$ cat src/hdl/bec_pkg.sv
// shared types and constants for the button event classifier
`default_nettype none
package bec_pkg;

  localparam int NUM_BUTTONS = 16;
  localparam int COUNT_WIDTH = 16;
  localparam int PHASE_WIDTH = 16;
  localparam int CFG_WIDTH   = 16;
  localparam int ID_WIDTH    = 4;
  localparam int IDX_WIDTH   = $clog2(NUM_BUTTONS);

  // configuration register indexes
  localparam logic [1:0] CFG_REPEAT_THRESHOLD = 2'd0;
  localparam logic [1:0] CFG_REPEAT_PERIOD    = 2'd1;
  localparam logic [1:0] CFG_LONG_THRESHOLD   = 2'd2;

  localparam logic [CFG_WIDTH-1:0] RST_REPEAT_THRESHOLD = CFG_WIDTH'(50);
  localparam logic [CFG_WIDTH-1:0] RST_REPEAT_PERIOD    = CFG_WIDTH'(10);
  localparam logic [CFG_WIDTH-1:0] RST_LONG_THRESHOLD   = CFG_WIDTH'(100);

  // instant event codes
  localparam logic [1:0] EV_NONE    = 2'd0;
  localparam logic [1:0] EV_PRESS   = 2'd1;
  localparam logic [1:0] EV_RELEASE = 2'd2;

  // hold event codes
  localparam logic [1:0] HOLD_NONE  = 2'd0;
  localparam logic [1:0] HOLD_SHORT = 2'd1;
  localparam logic [1:0] HOLD_LONG  = 2'd2;

  typedef struct packed {
    logic [ID_WIDTH-1:0] button_id;
    logic                pin_level;
  } in_item_t;

  typedef struct packed {
    logic [1:0] instant_event;
    logic [1:0] hold_event;
  } out_item_t;

  typedef struct packed {
    logic                   previous_level;
    logic [COUNT_WIDTH-1:0] held_ticks;
    logic [PHASE_WIDTH-1:0] repeat_phase;
  } btn_state_t;

  typedef struct packed {
    logic [CFG_WIDTH-1:0] repeat_threshold;
    logic [CFG_WIDTH-1:0] repeat_period;
    logic [CFG_WIDTH-1:0] long_press_threshold;
  } cfg_regs_t;

  localparam btn_state_t BTN_STATE_RST = '{
    previous_level: 1'b1,
    held_ticks:     '0,
    repeat_phase:   '0
  };

endpackage
`default_nettype wire

$ cat src/hdl/bec_update.sv
// per-button next state and event decode for one sample
`default_nettype none
module bec_update (
  input  wire  bec_pkg::btn_state_t cur_state,
  input  wire  bec_pkg::cfg_regs_t  cfg,
  input  wire                       pin_level,
  output bec_pkg::btn_state_t       nxt_state,
  output bec_pkg::out_item_t        result
);

  localparam logic [bec_pkg::COUNT_WIDTH-1:0] COUNT_MAX = '1;

  logic                           not_sat;
  logic [bec_pkg::COUNT_WIDTH-1:0] held_inc;
  logic [bec_pkg::PHASE_WIDTH:0]   phase_inc;
  logic [bec_pkg::CFG_WIDTH:0]     long_mark;
  logic                           phase_wrap;

  always_comb begin
    not_sat    = cur_state.held_ticks != COUNT_MAX;
    held_inc   = not_sat ? cur_state.held_ticks + 1'b1 : cur_state.held_ticks;
    phase_inc  = {1'b0, cur_state.repeat_phase} + 1'b1;
    long_mark  = {1'b0, cfg.long_press_threshold} + 1'b1;
    phase_wrap = phase_inc >= {1'b0, cfg.repeat_period};

    nxt_state.previous_level = pin_level;
    nxt_state.held_ticks     = '0;
    nxt_state.repeat_phase   = '0;
    result.instant_event     = bec_pkg::EV_NONE;
    result.hold_event        = bec_pkg::HOLD_NONE;

    if (pin_level == cur_state.previous_level) begin
      if (!pin_level) begin
        nxt_state.held_ticks = held_inc;
        if (not_sat && ({1'b0, held_inc} == long_mark)) begin
          result.hold_event = bec_pkg::HOLD_LONG;
        end
        if (phase_wrap) begin
          if (held_inc > cfg.repeat_threshold) begin
            result.instant_event = bec_pkg::EV_PRESS;
          end
        end else begin
          nxt_state.repeat_phase = phase_inc[bec_pkg::PHASE_WIDTH-1:0];
        end
      end
    end else begin
      result.instant_event = pin_level ? bec_pkg::EV_RELEASE : bec_pkg::EV_PRESS;
      if ((cur_state.held_ticks != '0) &&
          (cur_state.held_ticks < cfg.long_press_threshold)) begin
        result.hold_event = bec_pkg::HOLD_SHORT;
      end
    end
  end

endmodule
`default_nettype wire

$ cat src/hdl/button_event_classifier.sv
// pipeline: a taken sample is registered into stage 1 with its table read, and its
//   result is registered into the output register when stage 1 advances
// throughput: one sample per cycle unless the output stalls; stage 1 reads its
//   table entry and writes it back, the last write forwarded to the next reader
// reset: synchronous; per-entry valid bits clear at once so every button reads
//   as released with zero counts, registers return to 50, 10 and 100
`default_nettype none
module button_event_classifier (
  input  wire                     clk,
  input  wire                     rst_n,
  input  wire                     in_valid,
  output logic                    in_ready,
  input  wire  bec_pkg::in_item_t in_data,
  output logic                    out_valid,
  input  wire                     out_ready,
  output bec_pkg::out_item_t      out_data,
  input  wire                     cfg_valid,
  output logic                    cfg_ready,
  input  wire  [1:0]              cfg_index,
  input  wire  [bec_pkg::CFG_WIDTH-1:0] cfg_data
);

  bec_pkg::cfg_regs_t cfg_r;

  bec_pkg::btn_state_t mem [bec_pkg::NUM_BUTTONS];
  logic [bec_pkg::NUM_BUTTONS-1:0] ent_vld_r;

  logic                          in_fire;
  logic [bec_pkg::IDX_WIDTH-1:0] in_idx;

  // stage 1: table data back, update computed
  logic                          s1_vld_r;
  logic                          s1_in_range_r;
  logic [bec_pkg::IDX_WIDTH-1:0] s1_idx_r;
  logic                          s1_level_r;
  logic                          s1_ent_vld_r;
  bec_pkg::btn_state_t           s1_rdata_r;
  logic                          s1_adv;

  // last written entry, covers a read taken at the same edge as the write
  logic                          fwd_vld_r;
  logic [bec_pkg::IDX_WIDTH-1:0] fwd_idx_r;
  bec_pkg::btn_state_t           fwd_data_r;

  bec_pkg::btn_state_t cur_state;
  bec_pkg::btn_state_t nxt_state;
  bec_pkg::out_item_t  upd_result;
  logic                wr_en;

  logic               out_vld_r;
  bec_pkg::out_item_t out_data_r;

  assign cfg_ready = 1'b1;

  always_ff @(posedge clk) begin
    if (!rst_n) begin
      cfg_r.repeat_threshold     <= bec_pkg::RST_REPEAT_THRESHOLD;
      cfg_r.repeat_period        <= bec_pkg::RST_REPEAT_PERIOD;
      cfg_r.long_press_threshold <= bec_pkg::RST_LONG_THRESHOLD;
    end else if (cfg_valid) begin
      unique case (cfg_index)
        bec_pkg::CFG_REPEAT_THRESHOLD: cfg_r.repeat_threshold     <= cfg_data;
        bec_pkg::CFG_REPEAT_PERIOD:    cfg_r.repeat_period        <= cfg_data;
        bec_pkg::CFG_LONG_THRESHOLD:   cfg_r.long_press_threshold <= cfg_data;
        default: ;
      endcase
    end
  end

  assign s1_adv   = s1_vld_r && (!out_vld_r || out_ready);
  assign in_ready = !s1_vld_r || s1_adv;
  assign in_fire  = in_valid && in_ready;
  assign in_idx   = in_data.button_id[bec_pkg::IDX_WIDTH-1:0];

  always_ff @(posedge clk) begin
    if (in_fire) begin
      s1_rdata_r    <= mem[in_idx];
      s1_ent_vld_r  <= ent_vld_r[in_idx];
      s1_idx_r      <= in_idx;
      s1_level_r    <= in_data.pin_level;
      s1_in_range_r <= 32'(in_data.button_id) < bec_pkg::NUM_BUTTONS;
    end
    if (wr_en) begin
      mem[s1_idx_r] <= nxt_state;
    end
  end

  always_ff @(posedge clk) begin
    if (!rst_n) begin
      s1_vld_r  <= 1'b0;
      ent_vld_r <= '0;
      fwd_vld_r <= 1'b0;
    end else begin
      if (in_fire) begin
        s1_vld_r <= 1'b1;
      end else if (s1_adv) begin
        s1_vld_r <= 1'b0;
      end
      if (wr_en) begin
        ent_vld_r[s1_idx_r] <= 1'b1;
        fwd_vld_r           <= 1'b1;
      end
    end
  end

  always_ff @(posedge clk) begin
    if (wr_en) begin
      fwd_idx_r  <= s1_idx_r;
      fwd_data_r <= nxt_state;
    end
  end

  always_comb begin
    if (fwd_vld_r && (fwd_idx_r == s1_idx_r)) begin
      cur_state = fwd_data_r;
    end else if (s1_ent_vld_r) begin
      cur_state = s1_rdata_r;
    end else begin
      cur_state = bec_pkg::BTN_STATE_RST;
    end
  end

  bec_update u_update (
    .cur_state (cur_state),
    .cfg       (cfg_r),
    .pin_level (s1_level_r),
    .nxt_state (nxt_state),
    .result    (upd_result)
  );

  assign wr_en = s1_adv && s1_in_range_r;

  always_ff @(posedge clk) begin
    if (!rst_n) begin
      out_vld_r <= 1'b0;
    end else if (s1_adv) begin
      out_vld_r <= 1'b1;
    end else if (out_ready) begin
      out_vld_r <= 1'b0;
    end
  end

  always_ff @(posedge clk) begin
    if (s1_adv) begin
      if (s1_in_range_r) begin
        out_data_r <= upd_result;
      end else begin
        out_data_r.instant_event <= bec_pkg::EV_NONE;
        out_data_r.hold_event    <= bec_pkg::HOLD_NONE;
      end
    end
  end

  assign out_valid = out_vld_r;
  assign out_data  = out_data_r;

endmodule
`default_nettype wire
$ cat config.mk
export PLATFORM = sky130hd
export DESIGN_NAME = button_event_classifier
export DESIGN_NICKNAME = d
export VERILOG_FILES = /design/src/hdl/bec_pkg.sv /design/src/hdl/bec_update.sv /design/src/hdl/button_event_classifier.sv
export SDC_FILE = /design/constraint.sdc
export NUM_CORES = 1
export LEC_CHECK = 0
export ABC_AREA = 1
export CORE_UTILIZATION = 60
export CTS_BUF_LIST = sky130_fd_sc_hd__clkbuf_8
export CTS_CLUSTER_SIZE = 40
export DETAILED_ROUTE_END_ITERATION = 8
export DONT_BUFFER_PORTS = 1
export PLACE_DENSITY = 0.86
export SYNTH_ARGS = -nofsm -noshare
export SYNTH_HDL_FRONTEND = slang
export SYNTH_SLANG_ARGS = --single-unit
$ cat constraint.sdc
create_clock -name clk -period 11.3 [get_ports clk]
set_input_delay 2.825 -clock clk [delete_from_list [all_inputs] [get_ports clk]]
set_output_delay 2.825 -clock clk [all_outputs]
set_load 0.01 [all_outputs]
# Yosys cells after proc, flatten, opt, wreduce, memory -nomap -nowiden
# Memories as Yosys holds them, arrays and structs flattened. A register that Yosys moved wholly into a read port is not among the register bits.
# Index checks and enable logic that the tools add are counted.
# totals
ff_bits,114
mem_bits_rw,528
inputBits,28
out_inout_bits,7
wordCells,73
memories,1
# mem_list
memory,depth,word_bits,rd,rd_ports_with_merged_regs,write_ports,line,text
mem,16,33,1,1,1,button_event_classifier.sv:25,bec_pkg::btn_state_t mem [bec_pkg::NUM_BUTTONS];
# op_classes
add_sub_neg,3
order_cmp,6
n_eq_ne,6
muxes,23
n_bitwise,1
n_reduce_logical,17
# ops
cell,n
33-bit 2-to-1 mux,2
32-bit 2-to-1 mux,2
"16-bit by 1-bit adder with 17-bit output, second input constant",2
16-bit 2-to-1 mux,2
16-bit by 17-bit == test with 1-bit output,1
17-bit by 16-bit greater-or-equal comparator with 1-bit output,1
"16-bit by 1-bit adder with 16-bit output, second input constant",1
16-bit > comparator,1
16-bit < comparator,1
"16-bit != test, second input constant",1
16-bit bitwise OR,1
16-bit nonzero test,1
"4-bit by 5-bit < comparator with 1-bit output, second input constant",2
1-bit 2-to-1 mux,10
4-bit 2-to-1 mux,2
1-bit logical AND,6
2-bit 2-to-1 mux,3
2-bit AND reduction,3
1-bit binary-select mux with 4-bit select,1
1-bit demux with 4-bit select,1
4-bit == test,1
"4-bit by 1-bit greater-or-equal comparator with 1-bit output, second input constant",1
2-bit nonzero test,2
"2-bit by 1-bit == test with 1-bit output, second input constant",1
other kinds (5),7

# Depth between registers and ports, before layout
# Gate-level depths: netlist of the first run.
# logic_depth
depth_word,10
depth_mapped,31
depth_no_buf,29

# Hierarchy
# A second synthesis of the first run with hierarchy kept.
# hier_totals
cells_unflattened,3345
area_unflattened_um2,31396.4
# by_module_without_submodules
module,instances,cells_per_inst,area_per_inst_um2,seq_area_each_um2
button_event_classifier,1,2756,28304.6,19598.8
bec_update,1,589,3091.7,0.0

# Worst setup path after synthesis of the first run
# OpenSTA, ideal clock, no wires.
# synth_timing
path_kind,in2reg
start,input port out_ready
end,memory mem[10][0] in the netlist's numbering (enable)
setup_ns,0.425
t_arrival_ns,5.681
t_required_ns,10.875
path_slack_ns,5.195
stages,6
n_path_buf,0
cell_sequence,inv_1 > nand2_1 > nand2_1 > inv_1 > nand3_1 > nor2_1
# synth_via
elab_chain_cells,4
# synth_rtl
element,line,text
from (decl),button_event_classifier.sv:15,"input wire out_ready,"
1-bit logical OR,button_event_classifier.sv:70,assign s1_adv = s1_vld_r && (!out_vld_r || out_ready);
1-bit logical AND,button_event_classifier.sv:70,
named net s1_adv,button_event_classifier.sv:38,logic s1_adv;
1-bit 2-to-1 mux,button_event_classifier.sv:83,if (wr_en) begin
1-bit 2-to-1 mux (implied by the code),button_event_classifier.sv:84,mem[s1_idx_r] <= nxt_state;
to (decl),button_event_classifier.sv:25,
# The timed path passes the listed nets, and every way through them passes these cells.

==> impl_metrics.env, run 1 <==
export IMPL_setup_ws_ns=5.00
export IMPL_crit_path_start_kind="flip-flop"
export IMPL_fin_crit_ns=6.30
export IMPL_pre_cts_ws_ns=5.17
export IMPL_io_pins=35
export IMPL_p_leak_nw=12.3
export IMPL_crit_path_max_incr_delay_ns=1.02
export IMPL_gr_usage_met1_pct=39.7
export IMPL_fin_crit_sh_pct=55.8
export IMPL_drtAntennaViolNets=0
export IMPL_io_buffers=0
export IMPL_status="finished, final reports clean"
export IMPL_synthSimpleGateAreaFrac_pct=8.35
export IMPL_synth_edf_count=608
export IMPL_start_util_pct=61.3
export IMPL_fmax_mhz=159
export IMPL_chipWidth_um=224
export IMPL_irDropWorstVdd_mv=0.0841
export IMPL_clockRootBuffer="clkbuf_8"
export IMPL_cts_sinks=675
export IMPL_antenna_found_initial=1
export IMPL_synth_top_family_by_area="compound AO/OA/AOI/OAI gates"
export IMPL_syn_cell_area_um2=29500
export IMPL_synth_area_top_cells="edfxtp_1, mux2i_1, dfxtp_1, o21ai_0, o211ai_1"
export IMPL_ys_ff_latch=675
export IMPL_async_reset_ff_share_pct=0
export IMPL_coreArea_um2=48000
export IMPL_final_area_um2=32100
export IMPL_drcViolationCount=0
export IMPL_busiest_layer="met2"
export IMPL_num_rows=80
export IMPL_layout_drive_gt1_share_pct=8.80
export IMPL_dp_hpwl_mm=42.5
export IMPL_cts_resized=0
export IMPL_routedWlPerCell_um=23.2
export IMPL_cp_required_ns=11.62
export IMPL_syn_to_final_growth_pct=9.12
export IMPL_hp_class="reg -> reg"
export IMPL_firstDrtPassIters=7
export IMPL_setup_violations=0
export IMPL_cts_buffers_inserted=102
export IMPL_critPathMaxFanout=28
export IMPL_path_clk_slew_ns=0.06
export IMPL_critical_path_endpoint_type="flip-flop"
export IMPL_grt_pass1_wl_mm=113
export IMPL_gp_congestion=0.914
export IMPL_die_area_um2=50000
export IMPL_crit_chain="xnor2_2, nand3_4, nand2_1, o21ai_0, inv_1, ha_1, inv_1, nor2_2, nand3_2, nor3_1, xor2_1, inv_1, ha_1, a21oi_1, o21ai_0, a21oi_1, a21o_1, a31oi_1, o21ai_0, nand2_1, nor2_1, nand3_2, nor2_1"
export IMPL_synthXorXnorAreaFrac_pct=1.03
export IMPL_fp_dieH_um=224
export IMPL_synth_compound_area_share_pct=11.8
export IMPL_skew_ns=0.0322
export IMPL_nets=2571
export IMPL_syn_nets=2569
export IMPL_cts_setup_buffers=0
export IMPL_worstMarginPinSlew_ns=1.43
export IMPL_synth_mux_area_share_pct=4.62
export IMPL_ys_seq_area_share_pct=66.5
export IMPL_clock_path_buffers=3
export IMPL_powerDensity_nw_per_um2=160
export IMPL_use_met3_pct=5.64
export IMPL_hold_viol=0
export IMPL_clkLatencyLatePin_ns=0.72
export IMPL_vias=19924
export IMPL_drv_cap=0
export IMPL_grt_max_degree=410
export IMPL_ys_types=48
export IMPL_totalWireLength_mm=74.0
export IMPL_syn_area_per_cell_um2=11.8
export IMPL_synth_adder_area_share_pct=2.17
export IMPL_first_global_vias=19752
export IMPL_final_cells=3195
export IMPL_cts_tree="yes"
export IMPL_cp_data_arrival_time_ns=6.63
export IMPL_antenna_cells=0
export IMPL_fill_cells=3248
export IMPL_use_met2_pct=48.5
export IMPL_gr_usage_all_layers_pct=30.0
export IMPL_htreeDepth=3
export IMPL_setup_tns_ns=0
export IMPL_rsz0062_at_grt="no"
export IMPL_cp_slowest_cell="xnor2_2"
export IMPL_dpl_instance_area_um2=30000
export IMPL_placed_cells=3002
export IMPL_final_cell_mix="edfxtp_1, inv_1, nand2_1, o21ai_0, a21oi_1"
export IMPL_synth_main_ff_cell="edfxtp_1"
export IMPL_synth_largest_area_cell="edfxtp_1"
export IMPL_avgViaCountPerCell=6.24
export IMPL_layout_commonest_cell="edfxtp_1"
export IMPL_ys_warn_count=0
export IMPL_drt_initial_drc_count=2662
export IMPL_ctsHoldBuffers=0
export IMPL_drv_slew=0
export IMPL_crit_type="reg -> reg"
export IMPL_overflow=0
export IMPL_syn_inst=2490
export IMPL_yosysTopAreaCellShare_pct=62.0
export IMPL_max_slew_margin_pct=4.54
[stage by stage]
step	hold WS [ns]	utilization, %	power (mW)
finish	0.464	66.9	5.16
floorplan	0.435	-	3.10
global route	0.490	66.9	5.32
CTS	0.461	66.9	5.17
detailed placement	0.453	62.5	3.18
global placement	0.443	62.5	3.17
[state kept, by name, indices dropped and copies added, names as in the netlist]
name	count
fwd_data_r	33
ent_vld_r	16
s1_level_r	1
s1_vld_r	1
fwd_idx_r	4
cfg_r	48
out_data	4
s1_idx_r	4
s1_ent_vld_r	1
fwd_vld_r	1
s1_rdata_r	33
out_valid	1
mem	528
[final timing paths]
kind	from	to	slack, ns	cells past startpoint
max reg2reg	s1_idx_r[2]$_DFFE_PP_	mem[8][0]$_DFFE_PP_	5.00	23
min	cfg_r[41]$_SDFFE_PN0P_	cfg_r[41]$_SDFFE_PN0P_	0.46	2
max	s1_idx_r[2]$_DFFE_PP_	mem[8][0]$_DFFE_PP_	5.00	23
min reg2reg	cfg_r[41]$_SDFFE_PN0P_	cfg_r[41]$_SDFFE_PN0P_	0.46	2
[layout make-up]
type / count / area (µm²) / area share [%]
clock inverters: 74 / 460 / 1.43
repair buffers: 28 / 223 / 0.693
well taps: 615 / 769 / 2.39
inverters: 288 / 1080 / 3.37
multi-input cells: 1397 / 8380 / 26.1
flip-flops and latches: 675 / 19600 / 61.0
clock buffers: 118 / 1620 / 5.05
[power breakdown]
| part | internal [mW] | total (mW) | switching (mW) |
|---|---|---|---|
| combinational | 0.111 | 0.359 | 0.248 |
| clock | 1.06 | 2.02 | 0.960 |
| sequential | 2.76 | 2.78 | 0.0183 |
[Yosys cell counts, types with 6 or more instances]
| cell type | number |
|---|---|
| a21oi_1 | 208 |
| buf_1 | 14 |
| buf_2 | 6 |
| clkbuf_1 | 103 |
| dfxtp_1 | 67 |
| edfxtp_1 | 608 |
| ha_1 | 51 |
| inv_1 | 283 |
| mux2i_1 | 136 |
| nand2_1 | 282 |
| nand3_1 | 68 |
| nand3_2 | 6 |
| nand4_1 | 40 |
| nor2_1 | 137 |
| nor2_2 | 7 |
| nor3_1 | 9 |
| o211ai_1 | 142 |
| o21ai_0 | 236 |
| xor2_1 | 24 |
[per-layer routing]
layer	routed length [µm]	part of all wire, %	vias to the layer above
met5	0	0	-
met3	7650	10	193
met1	28500	39	9613
li1	-	-	8925
met2	35400	48	1193
met4	2440	3.3	0
[critical path: cells and delay by family (launching register included)]
kind,cells,cell delay (ns)
AO/OA/AOI/OAI,7,0.88
XOR/XNOR,2,1.24
adder cells (fa/ha/maj),2,0.45
buffers and inverters,3,0.30
flip-flops,1,0.47
AND/OR/NAND/NOR,9,2.56
[cells by family after synthesis]
kind of cell             Yosys count
flip-flops                       675
AO/OA/AOI/OAI                    610
AND/OR/NAND/NOR                  567
buffers and inverters            418
multiplexers                     136
adder cells (fa/ha/maj)           51
XOR/XNOR                          32
other                              1
Power figures use the tool's default switching activity.
==> inputs of run 2 (changes only) <==
Settings changed: ABC_AREA 1 to 0, PLACE_DENSITY 0.86 to 0.89.
Clock period 11.3 ns to 5.1 ns, I/O delays scaled along.
==> impl_metrics.env, run 2 <==
export IMPL_status="finished, final reports clean"
export IMPL_synth_area_top_cells="edfxtp_1, mux4_2, dfxtp_1, ha_1, nand2_1"
export IMPL_fin_crit_sh_pct=97.2
export IMPL_crit_path_start_kind="flip-flop"
export IMPL_chipWidth_um=220
export IMPL_cts_sinks=675
export IMPL_synthXorXnorAreaFrac_pct=2.10
export IMPL_reg_top3="mem (528), cfg_r (48)"
export IMPL_drt_initial_drc_count=2042
export IMPL_async_reset_ff_share_pct=0
export IMPL_drv_cap=0
export IMPL_ys_ff_latch=675
export IMPL_gr_usage_all_layers_pct=31.4
export IMPL_synth_common_cells="edfxtp_1, mux4_2, nand2_1"
export IMPL_fmax_mhz=202
export IMPL_drv_slew=0
export IMPL_die_area_um2=48500
export IMPL_skew_ns=0.0400
export IMPL_gp_congestion=0.971
export IMPL_ctsHoldBuffers=0
export IMPL_io_pins=35
export IMPL_cts_tree="yes"
export IMPL_worstMarginPinSlew_ns=1.43
export IMPL_ys_warn_count=0
export IMPL_clock_path_buffers=3
export IMPL_p_leak_nw=10.8
export IMPL_ys_types=65
export IMPL_vias=16598
export IMPL_synthSimpleGateAreaFrac_pct=6.52
export IMPL_synth_main_ff_cell="edfxtp_1"
export IMPL_cts_buffers_inserted=100
export IMPL_io_buffers=0
export IMPL_start_util_pct=61.1
export IMPL_final_cell_mix="edfxtp_1, mux4_2, nand2_1, clkbuf_8, inv_1"
export IMPL_drcViolationCount=0
export IMPL_dp_hpwl_mm=43.8
export IMPL_syn_cell_area_um2=28600
export IMPL_firstDrtPassIters=5
export IMPL_hp_class="reg -> reg"
export IMPL_antenna_cells=0
export IMPL_total_power_mw=11.0
export IMPL_overflow=0
export IMPL_grt_max_degree=138
export IMPL_max_slew_margin_pct=4.57
export IMPL_synth_adder_area_share_pct=2.23
export IMPL_antenna_found_initial=0
export IMPL_crit_path_max_incr_delay_ns=0.44
export IMPL_hold_viol=0
export IMPL_drtAntennaViolNets=0
export IMPL_num_rows=79
export IMPL_fp_dieH_um=220
export IMPL_clockRootBuffer="clkbuf_8"
export IMPL_layout_drive_gt1_share_pct=22.5
export IMPL_r2r_slack_ns=0.14
export IMPL_largest_reg_flops=528
export IMPL_path_clk_slew_ns=0.06
export IMPL_syn_inst=1698
export IMPL_cp_required_ns=5.65
export IMPL_cp_slowest_cell="edfxtp_1"
export IMPL_nets=1870
export IMPL_synth_largest_area_cell="edfxtp_1"
export IMPL_irDropWorstVdd_mv=0.315
export IMPL_critical_path_endpoint_type="flip-flop"
export IMPL_crit_chain="xnor2_1, and2_2, nand2_2, nand3_1, nand2_2, ha_2, o21ai_0, a21o_2, nor2_2, xnor2_1, o22ai_1, ha_1, a21o_1, a21o_1, a21oi_1, o21ai_1, a221oi_2, nand3_4, buf_6, nor4b_4, clkdlybuf4s15_2"
export IMPL_yosysTopAreaCellShare_pct=63.9
export IMPL_synth_compound_area_share_pct=4.79
export IMPL_first_global_vias=17236
export IMPL_htreeDepth=3
export IMPL_clkLatencyLatePin_ns=0.71
export IMPL_synth_edf_count=608
export IMPL_syn_nets=1777
export IMPL_grt_pass1_wl_mm=108
export IMPL_fin_util_pct=68.3
export IMPL_totalWireLength_mm=73.6
export IMPL_fin_crit_ns=4.96
export IMPL_avgViaCountPerCell=6.71
export IMPL_routedWlPerCell_um=29.7
export IMPL_syn_area_per_cell_um2=16.8
export IMPL_coreArea_um2=46800
export IMPL_crit_type="reg -> reg"
export IMPL_cp_data_arrival_time_ns=5.51
export IMPL_setup_violations=0
export IMPL_yosysMostFrequentCell="edfxtp_1"
export IMPL_syn_to_final_growth_pct=11.8
export IMPL_layout_commonest_cell="edfxtp_1"
export IMPL_top_register="mem"
export IMPL_setup_tns_ns=0
export IMPL_synth_top_family_by_area="multiplexers"
export IMPL_synth_mux_area_share_pct=13.7
export IMPL_powerDensity_nw_per_um2=345
export IMPL_critPathMaxFanout=7
export IMPL_ys_seq_area_share_pct=68.6
-- run 2: changes by cell type after synthesis, moves of 24 or more --
cell / change
inv_1: -213
o21ai_0: -211
mux4_2: +170
a21oi_1: -160
nand2_1: -143
o211ai_1: -130
mux2i_1: -129
nor2_1: -83
a21boi_0: +43
xnor2_1: +43
clkbuf_1: -39
nand3_1: -31
o21a_1: +24
-- run 2: cells by family after synthesis --
family / Yosys count
AOI/OAI and AO/OA: 203
adders and majority gates: 51
buffers and inverters: 152
DFF: 675
muxes: 178
other: 1
and+or+nand+nor: 376
xor gates and xnor gates: 62
-- run 2: repair_timing --
action | 4_1_cts | 5_1_grt
endpoints found under the setup margin | 51 | 273
cloned | 0 | 5
buffers inserted | 1 | 4
hold endpoints to repair | 0 | 0
pin swaps | 1 | 3
resized for setup | 2 | 31
-- run 2: worst paths after layout --
| kind | end | cells past startpoint | from |
|---|---|---|---|
| worst min register to register | ent_vld_r[2]$_SDFFE_PN0P_ | 1 | ent_vld_r[2]$_SDFFE_PN0P_ |
| worst max register to register | mem[4][2]$_DFFE_PP_ | 21 | s1_idx_r[3]$_DFFE_PP_ |
| worst min-delay path | ent_vld_r[2]$_SDFFE_PN0P_ | 1 | ent_vld_r[2]$_SDFFE_PN0P_ |
| worst max-delay path | mem[4][2]$_DFFE_PP_ | 21 | s1_idx_r[3]$_DFFE_PP_ |
-- run 2: where the power goes --
part / switching [mW] / internal (mW)
combinational: 0.374 / 0.310
sequential: 0.0598 / 6.10
clock: 2.07 / 2.10
-- run 2: critical path: cells and delay by family, from the launching register on --
kind,cells,cell delay (ns)
flip-flops,1,0.44
AO/OA/AOI/OAI,8,1.69
AND/OR/NAND/NOR,7,1.25
buffers and inverters,2,0.49
XOR/XNOR,2,0.36
adder cells (fa/ha/maj),2,0.55
-- run 2: through the flow --
step	cells	hold WS, ns	area [µm²]	worst slack (ns)
2_1_floorplan	1698	0.421	28700	-0.180
3_5_place_dp	2286	0.450	29900	0.0285
4_1_cts	2466	0.465	31800	0.00197
3_3_place_gp	2286	0.441	29900	0.415
5_1_grt	2475	0.483	32000	-0.0546
6_report	2475	0.462	32000	0.141
-- run 2: area by class of cell --
class	count	area (µm²)
sequential	675	19600
clock inverter	75	443
timing repair buffer	73	746
tap	607	759
clock buffer	104	1430
inverter	70	263
fill	2861	14800
multi-input combinational	871	8710
-- run 2: per-layer routing --
| layer | share of wire (%) | wire (µm) | GRT usage (%) | vias to the layer above |
|---|---|---|---|---|
| met3 | 9.7 | 7120 | 6.34 | 231 |
| met2 | 51 | 37300 | 53.0 | 1113 |
| met1 | 36 | 26300 | 39.7 | 8371 |
| li1 | - | - | - | 6883 |
| met5 | 0 | 0 | 0 | - |
| met4 | 4.0 | 2940 | 14.0 | 0 |
==> inputs of run 3 (changes only) <==
Settings changed: CORE_MARGIN set to 4, REMOVE_ABC_BUFFERS set to 1.
==> impl_metrics.env, run 3 (synthesis results as in run 2) <==
export IMPL_nets=1875
export IMPL_hp_class="reg -> reg"
export IMPL_syn_to_final_growth_pct=11.9
export IMPL_critPathMaxFanout=37
export IMPL_fp_dieH_um=226
export IMPL_first_global_vias=16847
export IMPL_cp_data_arrival_time_ns=5.54
export IMPL_grt_pass1_wl_mm=109
export IMPL_cts_buffers_inserted=104
export IMPL_gr_usage_all_layers_pct=29.5
export IMPL_fmax_mhz=201
export IMPL_clockRootBuffer="clkbuf_8"
export IMPL_hold_viol=0
export IMPL_cp_required_ns=5.66
export IMPL_routedWlPerCell_um=29.7
export IMPL_start_util_pct=61.0
export IMPL_worstMarginPinSlew_ns=1.33
export IMPL_chipWidth_um=226
export IMPL_avgViaCountPerCell=6.69
export IMPL_clkLatencyLatePin_ns=0.75
export IMPL_vias=16627
export IMPL_totalWireLength_mm=74.0
export IMPL_holdPathStages=2
export IMPL_cts_tree="yes"
export IMPL_irDropWorstVdd_mv=0.288
export IMPL_coreArea_um2=46900
export IMPL_critical_path_endpoint_type="flip-flop"
export IMPL_fin_crit_ns=4.99
export IMPL_max_slew_margin_pct=11.4
export IMPL_layout_drive_gt1_share_pct=22.7
export IMPL_crit_type="reg -> reg"
export IMPL_final_cell_mix="edfxtp_1, mux4_2, nand2_1, clkbuf_8, inv_1"
export IMPL_num_rows=79
export IMPL_powerDensity_nw_per_um2=349
export IMPL_fin_util_pct=68.2
export IMPL_reg2reg_depth=18
export IMPL_pre_cts_ws_ns=-0.319
export IMPL_drv_cap=0
export IMPL_gp_congestion=0.968
export IMPL_crit_path_start_kind="flip-flop"
export IMPL_holdWs_ns=0.462
export IMPL_io_pins=35
export IMPL_clock_path_buffers=3
export IMPL_grt_max_degree=138
export IMPL_drtAntennaViolNets=0
export IMPL_largest_reg_flops=528
export IMPL_overflow=0
export IMPL_drt_initial_drc_count=2407
export IMPL_drcViolationCount=0
export IMPL_die_area_um2=51200
export IMPL_skew_ns=0.0466
export IMPL_drv_slew=0
export IMPL_p_leak_nw=10.9
export IMPL_setup_violations=0
export IMPL_htreeDepth=3
export IMPL_layout_commonest_cell="edfxtp_1"
export IMPL_firstDrtPassIters=6
export IMPL_io_buffers=0
export IMPL_path_clk_slew_ns=0.06
export IMPL_status="finished, final reports clean"
export IMPL_setup_ws_ns=0.115
export IMPL_top_register="mem"
export IMPL_antenna_found_initial=2
export IMPL_reg_top3="mem (528), cfg_r (48)"
export IMPL_fin_crit_sh_pct=97.8
export IMPL_cts_sinks=675
export IMPL_dp_hpwl_mm=44.9
## run 3: cell count changes in the layout (fill, tap and decap cells not counted), sizes merged
cell / change
inv: +7
clkbuf: +5
clkinv: -4
diode: +3
buf: +2
clkdlybuf4s15: -1
## run 3: layout make-up
cell class / instances / area, µm²
Sequential cell: 675 / 19600
Fill cell: 2913 / 14900
Multi-Input combinational cell: 871 / 8650
Clock buffer: 109 / 1500
Tap cell: 607 / 759
Timing Repair Buffer: 74 / 684
Clock inverter: 78 / 503
Inverter: 70 / 263
Antenna cell: 3 / 7.51
## run 3: worst paths after layout
check | endpoint | from | slack, ns
setup / recovery | mem[3][14]$_DFFE_PP_ | s1_idx_r[2]$_DFFE_PP_ | 0.11
hold / removal | cfg_r[41]$_SDFFE_PN0P_ | cfg_r[41]$_SDFFE_PN0P_ | 0.46
setup reg to reg | mem[3][14]$_DFFE_PP_ | s1_idx_r[2]$_DFFE_PP_ | 0.11
hold reg to reg | cfg_r[41]$_SDFFE_PN0P_ | cfg_r[41]$_SDFFE_PN0P_ | 0.46
## run 3: power by group
group	leakage (nW)	total [mW]	internal (mW)	switching, mW
Combinational	3.50	0.670	0.304	0.366
Clock	1.15	4.33	2.22	2.12
Sequential	6.25	6.16	6.10	0.0651
## run 3: critical path: stages (launching register included)
cell,delay (ns)
edfxtp_1,0.50
xnor2_2,0.18
and3_1,0.21
nand2_1,0.17
buf_4,0.42
mux2i_1,0.36
nand3_1,0.24
nor2_1,0.19
xnor2_1,0.09
o22ai_1,0.38
ha_1,0.34
a21o_1,0.16
a21oi_1,0.18
o21ai_0,0.14
a221oi_2,0.30
nand3_1,0.12
buf_4,0.25
nor4b_2,0.30
buf_4,0.25
## run 3: repair_timing
| action | in CTS | in global routing |
|---|---|---|
| setup buffers | 1 | 2 |
| gates cloned | 0 | 6 |
| hold buffers | 0 | 0 |
| pin swaps | 1 | 8 |
| gates resized for setup | 0 | 38 |
| endpoints found under the setup margin | 153 | 273 |
## run 3: routing by layer
layer	up-vias	GRT usage [%]	share of wire, %
li1	6924	-	-
met1	8291	39.9	36
met2	1177	47.4	48
met3	235	6.38	11
met4	0	12.2	4.6
met5	-	0	0
## run 3: metrics by stage
| step | instances | TNS, ns | total power, mW | cell area [µm²] |
|---|---|---|---|---|
| 6_report | 2487 | 0 | 11.2 | 32000 |
| 5_1_grt | 2484 | -1.34 | 11.6 | 32000 |
| 4_1_cts | 2476 | 0 | 11.2 | 31800 |
| 3_5_place_dp | 2288 | -40.81 | 6.91 | 29800 |
| 3_3_place_gp | 2288 | 0 | 6.88 | 29800 |
| 2_1_floorplan | 1616 | -827.84 | 6.68 | 28200 |
